--- config.mk ---
export PLATFORM = sky130hd
export DESIGN_NAME = vsa_div_pipe
export DESIGN_NICKNAME = d
export VERILOG_FILES = /design/src/sv/vsa_div_pipe.sv
export SDC_FILE = /design/constraint.sdc
export NUM_CORES = 2
export LEC_CHECK = 0
export BUFFER_PORTS_ARGS = -buffer_cell sky130_fd_sc_hd__clkbuf_2
export CAP_MARGIN = 0
export CORE_ASPECT_RATIO = 1.25
export CORE_MARGIN = 8
export CORE_UTILIZATION = 40
export CTS_CLUSTER_DIAMETER = 150
export DETAILED_ROUTE_END_ITERATION = 8
export GPL_ROUTABILITY_DRIVEN = 0
export PLACE_DENSITY_LB_ADDON = 0.1
export SKIP_CTS_REPAIR_TIMING = 1
export SYNTH_ARGS = -nofsm -noshare
export SYNTH_HDL_FRONTEND = slang
export SYNTH_SLANG_ARGS = --single-unit
--- constraint.sdc ---
create_clock -name clk -period 8.2 [get_ports clk]
set_clock_uncertainty 0.2 [all_clocks]
set_input_delay 0.82 -clock clk [delete_from_list [all_inputs] [get_ports clk]]
set_output_delay 0.82 -clock clk [all_outputs]
set_load 0.05 [all_outputs]
--- src/sv/vsa_div_pipe.sv ---
// vsa_div_pipe: pipelined restoring divider, one quotient bit per stage,
// with a side word travelling alongside. Uses no package.
module vsa_div_pipe #(
    parameter int DW = 32,
    parameter int QW = 31,
    parameter int SW = 1
) (
    input  logic            clk,
    input  logic            rst_n,
    input  logic            in_vld,
    input  logic [DW-1:0]   num_hi,
    input  logic [QW-1:0]   num_lo,
    input  logic [DW-1:0]   den,
    input  logic [SW-1:0]   in_side,
    output logic            out_vld,
    output logic [QW-1:0]   out_q,
    output logic [SW-1:0]   out_side
);

    logic            vld_reg  [0:QW];
    logic [QW-1:0]   q_reg    [0:QW];
    logic [SW-1:0]   side_reg [0:QW];
    logic [DW-1:0]   rem_reg  [0:QW-1];
    logic [QW-1:0]   lo_reg   [0:QW-1];
    logic [DW-1:0]   den_reg  [0:QW-1];

    logic [DW:0]     cur      [0:QW-1];
    logic [DW:0]     diff     [0:QW-1];
    logic            ge       [0:QW-1];

    // shift in one numerator bit, subtract when it fits
    always_comb
    begin
        for (int k = 0; k < QW; k++)
        begin
            cur[k]  = {rem_reg[k], lo_reg[k][QW-1]};
            ge[k]   = (cur[k] >= {1'b0, den_reg[k]});
            diff[k] = ge[k] ? (cur[k] - {1'b0, den_reg[k]}) : cur[k];
        end
    end

    // valid bits
    always_ff @(posedge clk or negedge rst_n)
    begin
        if (!rst_n)
        begin
            for (int k = 0; k <= QW; k++)
            begin
                vld_reg[k] <= 1'b0;
            end
        end
        else
        begin
            vld_reg[0] <= in_vld;
            for (int k = 0; k < QW; k++)
            begin
                vld_reg[k+1] <= vld_reg[k];
            end
        end
    end

    // payload stages
    always_ff @(posedge clk)
    begin
        rem_reg[0]  <= num_hi;
        lo_reg[0]   <= num_lo;
        den_reg[0]  <= den;
        q_reg[0]    <= '0;
        side_reg[0] <= in_side;
        for (int k = 0; k < QW; k++)
        begin
            q_reg[k+1]    <= {q_reg[k][QW-2:0], ge[k]};
            side_reg[k+1] <= side_reg[k];
        end
        for (int k = 0; k < QW - 1; k++)
        begin
            rem_reg[k+1] <= diff[k][DW-1:0];
            lo_reg[k+1]  <= lo_reg[k] << 1;
            den_reg[k+1] <= den_reg[k];
        end
    end

    assign out_vld  = vld_reg[QW];
    assign out_q    = q_reg[QW];
    assign out_side = side_reg[QW];

endmodule

==> metrics.md <==
| Metric | Value |
|---|---|
| Status | `finished clean` |
| Tot GR Track Use | `between 10% and 20%` |
| Max Cap Violations | `0` |
| Final #Nets | `14100` |
| # setup viols final | `0` |
| Initial core utilization | `about two fifths` |
| Root Driver | `clkbuf_16` |
| Share of total power in the clock network | `21.9%` |
| Pins over their slew limit | `0` |
| Most frequent cells in the layout | `dfxtp_1, inv_1, ha_1` |
| Fin Setup TNS | `0 ns` |
| Pwr per Cell Area | `approximately 470 nW/um^2` |
| Min cycle time layout | `4.39 ns` |
| Net switching power | `25.3 mW` |
| Slew HR | `between 10% and 20%` |
| Syn Inst Count | `~13000` |
| DIE HEIGHT | `643 um` |
| H-Tree Depth | `5` |
| GRT overflow | `0` |
| Synth Flop Type | `dfxtp_1` |
| Yosys reg bits | `between 3000 and 4000` |
| Commonest non-fill, non-tap cell in the layout | `dfxtp_1` |
| Sw Share | `38.2%` |
| Via-to-Cell Ratio | `5.10` |
| CP endpoint kind | `register` |
| IO Port Bufs | `131` |
| RSZ-0062 raised after global routing | `no` |
| Clock slew at reported path FFs | `0.06 ns` |
| Final WL | `317 mm` |
| Number of synthesized flops with an enable pin | `0` |
| Worst EP arrival | `4.97 ns` |
| Avg WL per Cell | `18.1 um` |
| Initial DRC Count | `just over 5000` |
| Die outline width | `518 um` |
| Hpwl dp | `248 mm` |
| Maximum vdd ir drop | `between 0.0002 and 0.00025 V` |
| Hold Crit Class | `register to register` |
| P_int | `around 41 mW` |
| Utilization after layout | `between 40% and 50%` |
| CTS tree | `built` |
| Vias in the first global route | `around 90000` |
| Asr flop ratio synth | `between 1 and 1.5%` |
| FF-to-FF setup slack | `3.81 ns` |
| DRC viols | `0` |
| Seq pwr share | `between 30 and 40%` |
| Pin count of the biggest net entering global routing | `66` |
| Cell Count, Final, Fillers Out | `17500` |
| Die Area | `333000 sq um` |
| DRT Pass-1 Iters | `7` |
| Clock Latency Late Sink | `approximately 0.90 ns` |
| Pleak | `around 65 nW` |
| Tcrit/Tclk final | `around 54%` |
| Io pins | `approximately 130` |
| Vias | `89100` |
| First-pass GRT wire length | `just under 500 mm` |
| Distinct cells, synth | `just under 100` |
| Critical path class | `register to register` |
| Syn Nets | `around 14000` |
| Seq/Total Area, Yosys | `48.5%` |
| Placed instance count | `about 17000` |
| CP max FO | `57` |
| Startpoint Class | `register` |
| Slew @ Worst Pin | `1.26 ns` |
| Combinational Power Share | `between 40 and 50%` |
| FP Rows | `between 200 and 250` |
| Post-Syn Area | `about 130000 sq um` |
| Critical Path RT | `between 8 and 9 ns` |
| Clock sink count | `~3000` |
| Core Area | `313000 sq um` |
| Post-Syn Area per Cell | `~9.8 sq um` |
| Total of warnings raised by yosys | `0` |
| CTS Buf Count | `between 300 and 400` |
| Routed Antenna Nets | `0` |
| Initial antenna violation count | `6` |
| Clk buf depth | `4` |
| Share of layout cells above drive strength 1 | `under 10%` |
| FMAX | `0.228 GHz` |
| Final Hold Viols | `0` |
| Layout area overhead | `13.1%` |
[cell families after synthesis]
logic type | Yosys count | synth area share (%)
buf+inv | 1602 | 4.95
fa+ha+maj | 1022 | 10.3
simple gates | 2598 | 9.90
xor+xnor | 781 | 5.44
compound gates | 3232 | 16.2
mux | 515 | 4.64
flops | 3040 | 48.5
[cell usage after synthesis (all sizes together) (19+ instances only)]
master	count	share of area [%]
o31ai	90	0.54
or2	35	0.17
clkbuf	262	0.78
xnor2	472	3.3
o21ai	766	3.0
mux2	462	4.2
o21bai	124	0.74
a21boi	66	0.39
fa	30	0.48
a21oi	960	3.8
mux2i	53	0.42
xor2	309	2.2
a221oi	29	0.20
nor2b	135	0.68
and2	39	0.19
dfrtp	32	0.64
nor3b	20	0.12
dfxtp	3008	48
o31a	33	0.23
and3	72	0.36
nand2	816	2.4
a21o	533	3.2
nor4	33	0.17
a211oi	78	0.47
nor2	647	1.9
or3	45	0.22
ha	992	9.9
a31oi	105	0.52
nor3	154	0.62
o211ai	51	0.31
buf	81	0.41
a31o	19	0.13
nand2b	152	0.76
a41oi	36	0.26
o21a	123	0.73
a2111oi	27	0.22
nand3	183	0.73
nand4	169	0.84
inv	1257	3.8
o22ai	19	0.095
and4	44	0.31
[area by class of cell]
type | count | area, sq um
diodes | 6 | 15.0
clock buffers | 415 | 8930
clock inverters | 155 | 1740
fillers | 29500 | 171000
inverters | 1259 | 4730
multi-input cells | 8148 | 58700
flip-flops and latches | 3040 | 61000
well taps | 4176 | 5230
repair buffers | 257 | 1850
[power by group through the flow]
stage	logic, mW	clock network, mW	registers, mW
after floorplan	23.5	0	20.7
after global placement	29.1	0	22.4
after CTS	29.7	15.1	22.1
after global routing	33.1	15.7	22.3
final	29.7	14.5	21.9
after detailed placement	29.5	0	22.4
[routing by layer]
layer | wire [um] | track usage, % | vias to the layer above
li1 | - | - | 44600
met1 | 125000 | 20.1 | 41800
met2 | 166000 | 34.8 | 1912
met3 | 12300 | 2.46 | 680
met4 | 13500 | 7.16 | 4
met5 | 21 | 0 | -
[critical path, stage by stage (launching register included)]
cell      delay [ns]
dfxtp_1         0.42
inv_1           0.07
ha_1            0.36
a21o_1          0.20
a21oi_1         0.17
o21ai_0         0.15
or4b_2          0.67
o21ai_0         0.37
a21o_1          0.21
nor4_1          0.08
o22ai_4         0.10
buf_4           0.47
clkinv_1        0.42
a21oi_1         0.41
[final timing paths]
kind	startpoint	endpoint	cells past startpoint
max	den_reg[5][5]	rem_reg[1][160]	13
min in group asynchronous	rst_n	vld_reg[31]	2
max reg2reg	den_reg[5][5]	rem_reg[1][160]	13
min reg2reg	lo_reg[0][8]	lo_reg[0][40]	0
min	lo_reg[0][8]	lo_reg[0][40]	0
max in group asynchronous	rst_n	vld_reg[2]	2
[metrics by stage]
step                      setup slack, ns  cell area (sq um)  power, mW  hold WS, ns
after CTS                            3.75             141000       66.9       -0.269
after detailed placement             3.81             131000       51.8        0.112
after floorplan                      4.61             126000       44.2        0.110
final                                3.81             142000       66.2       0.0880
after global routing                 3.56             142000       71.1       0.0974
after global placement               3.77             131000       51.5        0.109
Power figures use the tool's default switching activity.
