**src/sv/vsa_isqrt_pipe.sv**
```systemverilog
// vsa_isqrt_pipe: pipelined floor square root, one result bit per stage,
// with a side word travelling alongside. Uses no package.
module vsa_isqrt_pipe #(
    parameter int W  = 64,
    parameter int SW = 1
) (
    input  logic            clk,
    input  logic            rst_n,
    input  logic            in_vld,
    input  logic [W-1:0]    in_rad,
    input  logic [SW-1:0]   in_side,
    output logic            out_vld,
    output logic [W/2-1:0]  out_root,
    output logic [SW-1:0]   out_side
);

    localparam int N  = W / 2;
    localparam int RW = N + 3;

    logic            vld_reg  [0:N];
    logic [N-1:0]    root_reg [0:N];
    logic [SW-1:0]   side_reg [0:N];
    logic [RW-1:0]   rem_reg  [0:N-1];
    logic [W-1:0]    rad_reg  [0:N-1];

    logic [RW-1:0]   cur      [0:N-1];
    logic [RW-1:0]   trial    [0:N-1];
    logic [RW-1:0]   rem_next [0:N-1];
    logic            ge       [0:N-1];

    // one trial subtraction per stage
    always_comb
    begin
        for (int k = 0; k < N; k++)
        begin
            cur[k]      = {rem_reg[k][RW-3:0], rad_reg[k][W-1:W-2]};
            trial[k]    = RW'({root_reg[k], 2'b01});
            ge[k]       = (cur[k] >= trial[k]);
            rem_next[k] = ge[k] ? (cur[k] - trial[k]) : cur[k];
        end
    end

    // valid bits
    always_ff @(posedge clk or negedge rst_n)
    begin
        if (!rst_n)
        begin
            for (int k = 0; k <= N; k++)
            begin
                vld_reg[k] <= 1'b0;
            end
        end
        else
        begin
            vld_reg[0] <= in_vld;
            for (int k = 0; k < N; k++)
            begin
                vld_reg[k+1] <= vld_reg[k];
            end
        end
    end

    // payload stages
    always_ff @(posedge clk)
    begin
        rem_reg[0]  <= '0;
        root_reg[0] <= '0;
        rad_reg[0]  <= in_rad;
        side_reg[0] <= in_side;
        for (int k = 0; k < N; k++)
        begin
            root_reg[k+1] <= {root_reg[k][N-2:0], ge[k]};
            side_reg[k+1] <= side_reg[k];
        end
        for (int k = 0; k < N - 1; k++)
        begin
            rem_reg[k+1] <= rem_next[k];
            rad_reg[k+1] <= rad_reg[k] << 2;
        end
    end

    assign out_vld  = vld_reg[N];
    assign out_root = root_reg[N];
    assign out_side = side_reg[N];

endmodule

```
**config.mk**
```make
export PLATFORM = sky130hd
export DESIGN_NAME = vsa_isqrt_pipe
export DESIGN_NICKNAME = d
export VERILOG_FILES = /design/src/sv/vsa_isqrt_pipe.sv
export SDC_FILE = /design/constraint.sdc
export NUM_CORES = 2
export LEC_CHECK = 0
export BUFFER_PORTS_ARGS = -buffer_cell sky130_fd_sc_hd__buf_2
export CAP_MARGIN = 0
export CORE_MARGIN = 2
export CORE_UTILIZATION = 60
export CTS_BUF_LIST = sky130_fd_sc_hd__clkbuf_4
export DETAILED_ROUTE_END_ITERATION = 12
export GPL_ROUTABILITY_DRIVEN = 0
export PLACE_DENSITY = 0.74
export SETUP_SLACK_MARGIN = 0.02
export SYNTH_ARGS = -nofsm -noshare
export SYNTH_HDL_FRONTEND = slang
export SYNTH_MEMORY_MAX_BITS = 65536
export SYNTH_SLANG_ARGS = --single-unit
```
**constraint.sdc**
```tcl
create_clock -name clk -period 4 [get_ports clk]
set_input_delay 0.4 -clock clk [delete_from_list [all_inputs] [get_ports clk]]
set_output_delay 0.4 -clock clk [all_outputs]
set_load 0.01 [all_outputs]
```
==> flow_summary.toml <==
[status]
status = "finished, final reports clean"

[grt]
antenna_found_initial = 5
grt_pass1_wl_microns = 325700
grt_pass1_vias = 67050
gr-usage-all-layers = 0.2455
grt_max_degree = 54
grt-ovfl-total = 0

[critical_path]
end_kind = "flop"
cp-start-kind = "flop"
crit_top_cell = "o21ai_0"
required_ns = 5.20
crit_arrival_ns = 4.94
critPathSlowestCell = "o21ai_0"
slowest_delay_ns = 0.49
crit_fanout = 24
critical_path_class = "flop to flop"
path_cells = "inv_1 > ha_1 > or2_2 > o22ai_1 > a2bb2oi_1 > o21ai_0 > o21ai_0 > o41ai_1 > a21boi_4 > buf_4 > o21ai_0"

[detailed_routing]
firstDrtPassIters = 5
vias = 67080
drc = 0
initialDrtViolationCount = 4265
postRouteAntennaNets = 0
totalWireLength_microns = 200100
via_per_inst = 5.386
wl_per_cell_microns = 16.07

[layout]
design_area_sq_um = 106400
fin_cells = 12460
drive_above_1_share = 0.1246
area_delta_synth_final_pct = 12.81
nets = 10570
largest_register_ffs = 1056

[timing]
setup_violations = 0
finalSetupTns_ns = 0
worst_pin_slew_ns = 1.145
finalCritPeriodShare = 0.9352
slew_violations = 0
finalCriticalPeriod_ns = 3.741
slew_headroom = 0.2369
max_freq_mhz = 267.3
clock_skew_ns = 0.09411
rsz0062_at_grt = "false"
hold_viol_final = 0

[clocking]
path_clk_slew_ns = 0.07
clock_latency_ns = 1.38
cts_tree = "done"
post-cts-setup-buffers = 0
cts_sinks = 2624
clk_path_buf_depth = 4
cts-buffers-inserted = 639
cts-root-buf = "clkbuf_4"
h-tree-depth = 6

[synthesis]
synth_area_per_cell_sq_um = 10.26
synth_edf_count = 0
yosysWarnings = 0
syn_nets = 9828
synthDistinctLibCells = 90
postSynth.asyncResetShare = 0.01258
netlist_instances = 9199
synth-seq-cells = 2624
ys_seq_area_frac = 0.5586
synthFlopType = "dfxtp_1"
syn_area_sq_um = 94340

[floorplanning]
placementRows = 145
io-pin-count = 102
initial_core_util = 0.6039
die_height_microns = 400.5
dieArea_sq_um = 160400
fp.dieW_microns = 400.5
coreArea_sq_um = 156200

[power]
ir_worst_vdd_v = 0.0004180
p_total_mw = 65.84
p_per_area_nw_per_um2 = 618.6
p_leak_nw = 50.95

[place]
placed_area_sq_um = 97070
dp_hpwl_microns = 143800
dp_cells = 11220
port_buffers = 101

[run]
maxCapViolations = 0

[min_path]
worstHoldPathType = "input pin to flop"
==> path summary, 6_finish.rpt <==
path                                           from                 endpoint  slack (ns)  cells after the start
setup / recovery           root_reg[0][737]$_DFF_P_  rem_reg[1][282]$_DFF_P_        0.26                     11
hold / removal                           in_rad[51]   rad_reg[0][51]$_DFF_P_        0.20                      3
setup reg to reg           root_reg[0][737]$_DFF_P_  rem_reg[1][282]$_DFF_P_        0.26                     11
hold reg to reg            rad_reg[0][1002]$_DFF_P_   rad_reg[1][44]$_DFF_P_        0.27                      0
max in group asynchronous                     rst_n    vld_reg[22]$_DFF_PN0_        3.16                      5
min in group asynchronous                     rst_n     vld_reg[1]$_DFF_PN0_        0.64                      5
==> kinds of logic after synthesis <==
kind of cell | after synthesis | share of synthesized area
flip-flops | 2624 | 0.5586
other | 1 | 0.00003975
adder cells (fa/ha/maj) | 561 | 0.07440
AND/OR/NAND/NOR | 2371 | 0.1254
AO/OA/AOI/OAI | 1877 | 0.1234
XOR/XNOR | 783 | 0.07269
buffers and inverters | 920 | 0.03821
multiplexers | 62 | 0.007294
==> layer usage <==
layer  GRT usage  wire length (microns)
met5           0                     13
met4      0.1203                   7946
met3     0.04973                  10520
met2      0.4248                  97910
met1      0.2902                  83700
==> per-stage QoR <==
| step | hold WS [ns] | util | setup WS, ns |
|---|---|---|---|
| 6_report | 0.2019 | 0.6813 | 0.2594 |
| 4_1_cts | 0.02469 | 0.6811 | 0.3527 |
| 3_3_place_gp | 0.3095 | 0.6214 | 0.4425 |
| 3_5_place_dp | 0.3121 | 0.6214 | 0.3620 |
| 2_1_floorplan | 0.1044 | - | 0.8072 |
| 5_1_grt | 0.07500 | 0.6813 | 0.03180 |
==> power by group <==
part,leakage [nW],switching [mW],total [mW],internal (mW)
Combinational,24.1,6.05,10.9,4.86
Sequential,22.1,3.22,33.5,30.3
Clock,4.78,10.0,21.4,11.4
==> synth_stat cells (14+ instances only) <==
master	instances	area share
a211o_1	21	0.0019
mux2_2	50	0.0060
or3_1	90	0.0060
and2_1	29	0.0019
nor2_1	554	0.022
dfrtp_1	33	0.0088
nand3b_1	21	0.0017
nor3b_1	21	0.0017
nor4b_1	18	0.0017
o41ai_1	16	0.0015
buf_4	33	0.0026
clkbuf_1	152	0.0060
ha_1	561	0.074
or4_1	82	0.0065
nand3_1	146	0.0077
a21oi_1	558	0.030
a211oi_1	55	0.0044
o31a_1	20	0.0019
nand2_1	620	0.025
inv_1	706	0.028
o31ai_1	79	0.0063
xor2_1	418	0.039
o211ai_1	32	0.0025
nor4_1	123	0.0082
and4_1	18	0.0017
or2_2	33	0.0022
nand4_1	102	0.0068
nor3_1	220	0.012
a31oi_1	52	0.0034
nor2b_1	86	0.0057
xnor2_1	365	0.034
a2111oi_0	17	0.0016
and3_1	56	0.0037
a21boi_0	18	0.0014
nand2b_1	111	0.0074
o21a_1	99	0.0079
o21ai_0	508	0.027
o21bai_1	50	0.0040
a21o_1	226	0.018
dfxtp_1	2591	0.55
a31o_2	14	0.0013
==> layout make-up <==
type | count | area [sq um]
clock buffer | 933 | 7004
clock inverter | 157 | 940.9
antenna | 11 | 27.53
fill | 11950 | 49780
sequential | 2624 | 52700
timing repair buffer | 303 | 2385
multi-input combinational | 5655 | 38110
inverter | 714 | 2683
tap | 2058 | 2575
==> repair_timing <==
item / in CTS / in global routing
hold endpoints to repair: 99 / 0
endpoints found under the setup margin: 0 / 4
hold buffers: 136 / 0
gates resized for setup: 0 / 1
==> critical path, delay by kind of cell, from the launching register on <==
| family | cells | cell delay (ns) |
|---|---|---|
| flip-flops | 1 | 0.38 |
| AND/OR/NAND/NOR | 1 | 0.29 |
| buffers and inverters | 2 | 0.42 |
| AO/OA/AOI/OAI | 7 | 2.26 |
| adder cells (fa/ha/maj) | 1 | 0.21 |
==> placed cells by master, fill, tap and decap left out, types with 79 or more instances in the layout <==
cell | synthesis | layout
ha_1 | 561 | 561
a21o_1 | 226 | 226
clkbuf_4 | 0 | 933
inv_1 | 706 | 706
or3_1 | 90 | 90
nand4_1 | 102 | 102
nor2_1 | 554 | 554
o31ai_1 | 79 | 79
nand2b_1 | 111 | 111
dfxtp_1 | 2591 | 2591
nor4_1 | 123 | 123
or4_1 | 82 | 82
o21ai_0 | 508 | 506
nand2_1 | 620 | 620
nand3_1 | 146 | 146
clkinv_1 | 6 | 106
o21a_1 | 99 | 99
xor2_1 | 418 | 418
dlygate4sd3_1 | 0 | 135
buf_2 | 8 | 101
a21oi_1 | 558 | 557
nor3_1 | 220 | 219
xnor2_1 | 365 | 365
nor2b_1 | 86 | 85
Note: power is estimated with default switching activity, not from simulation.
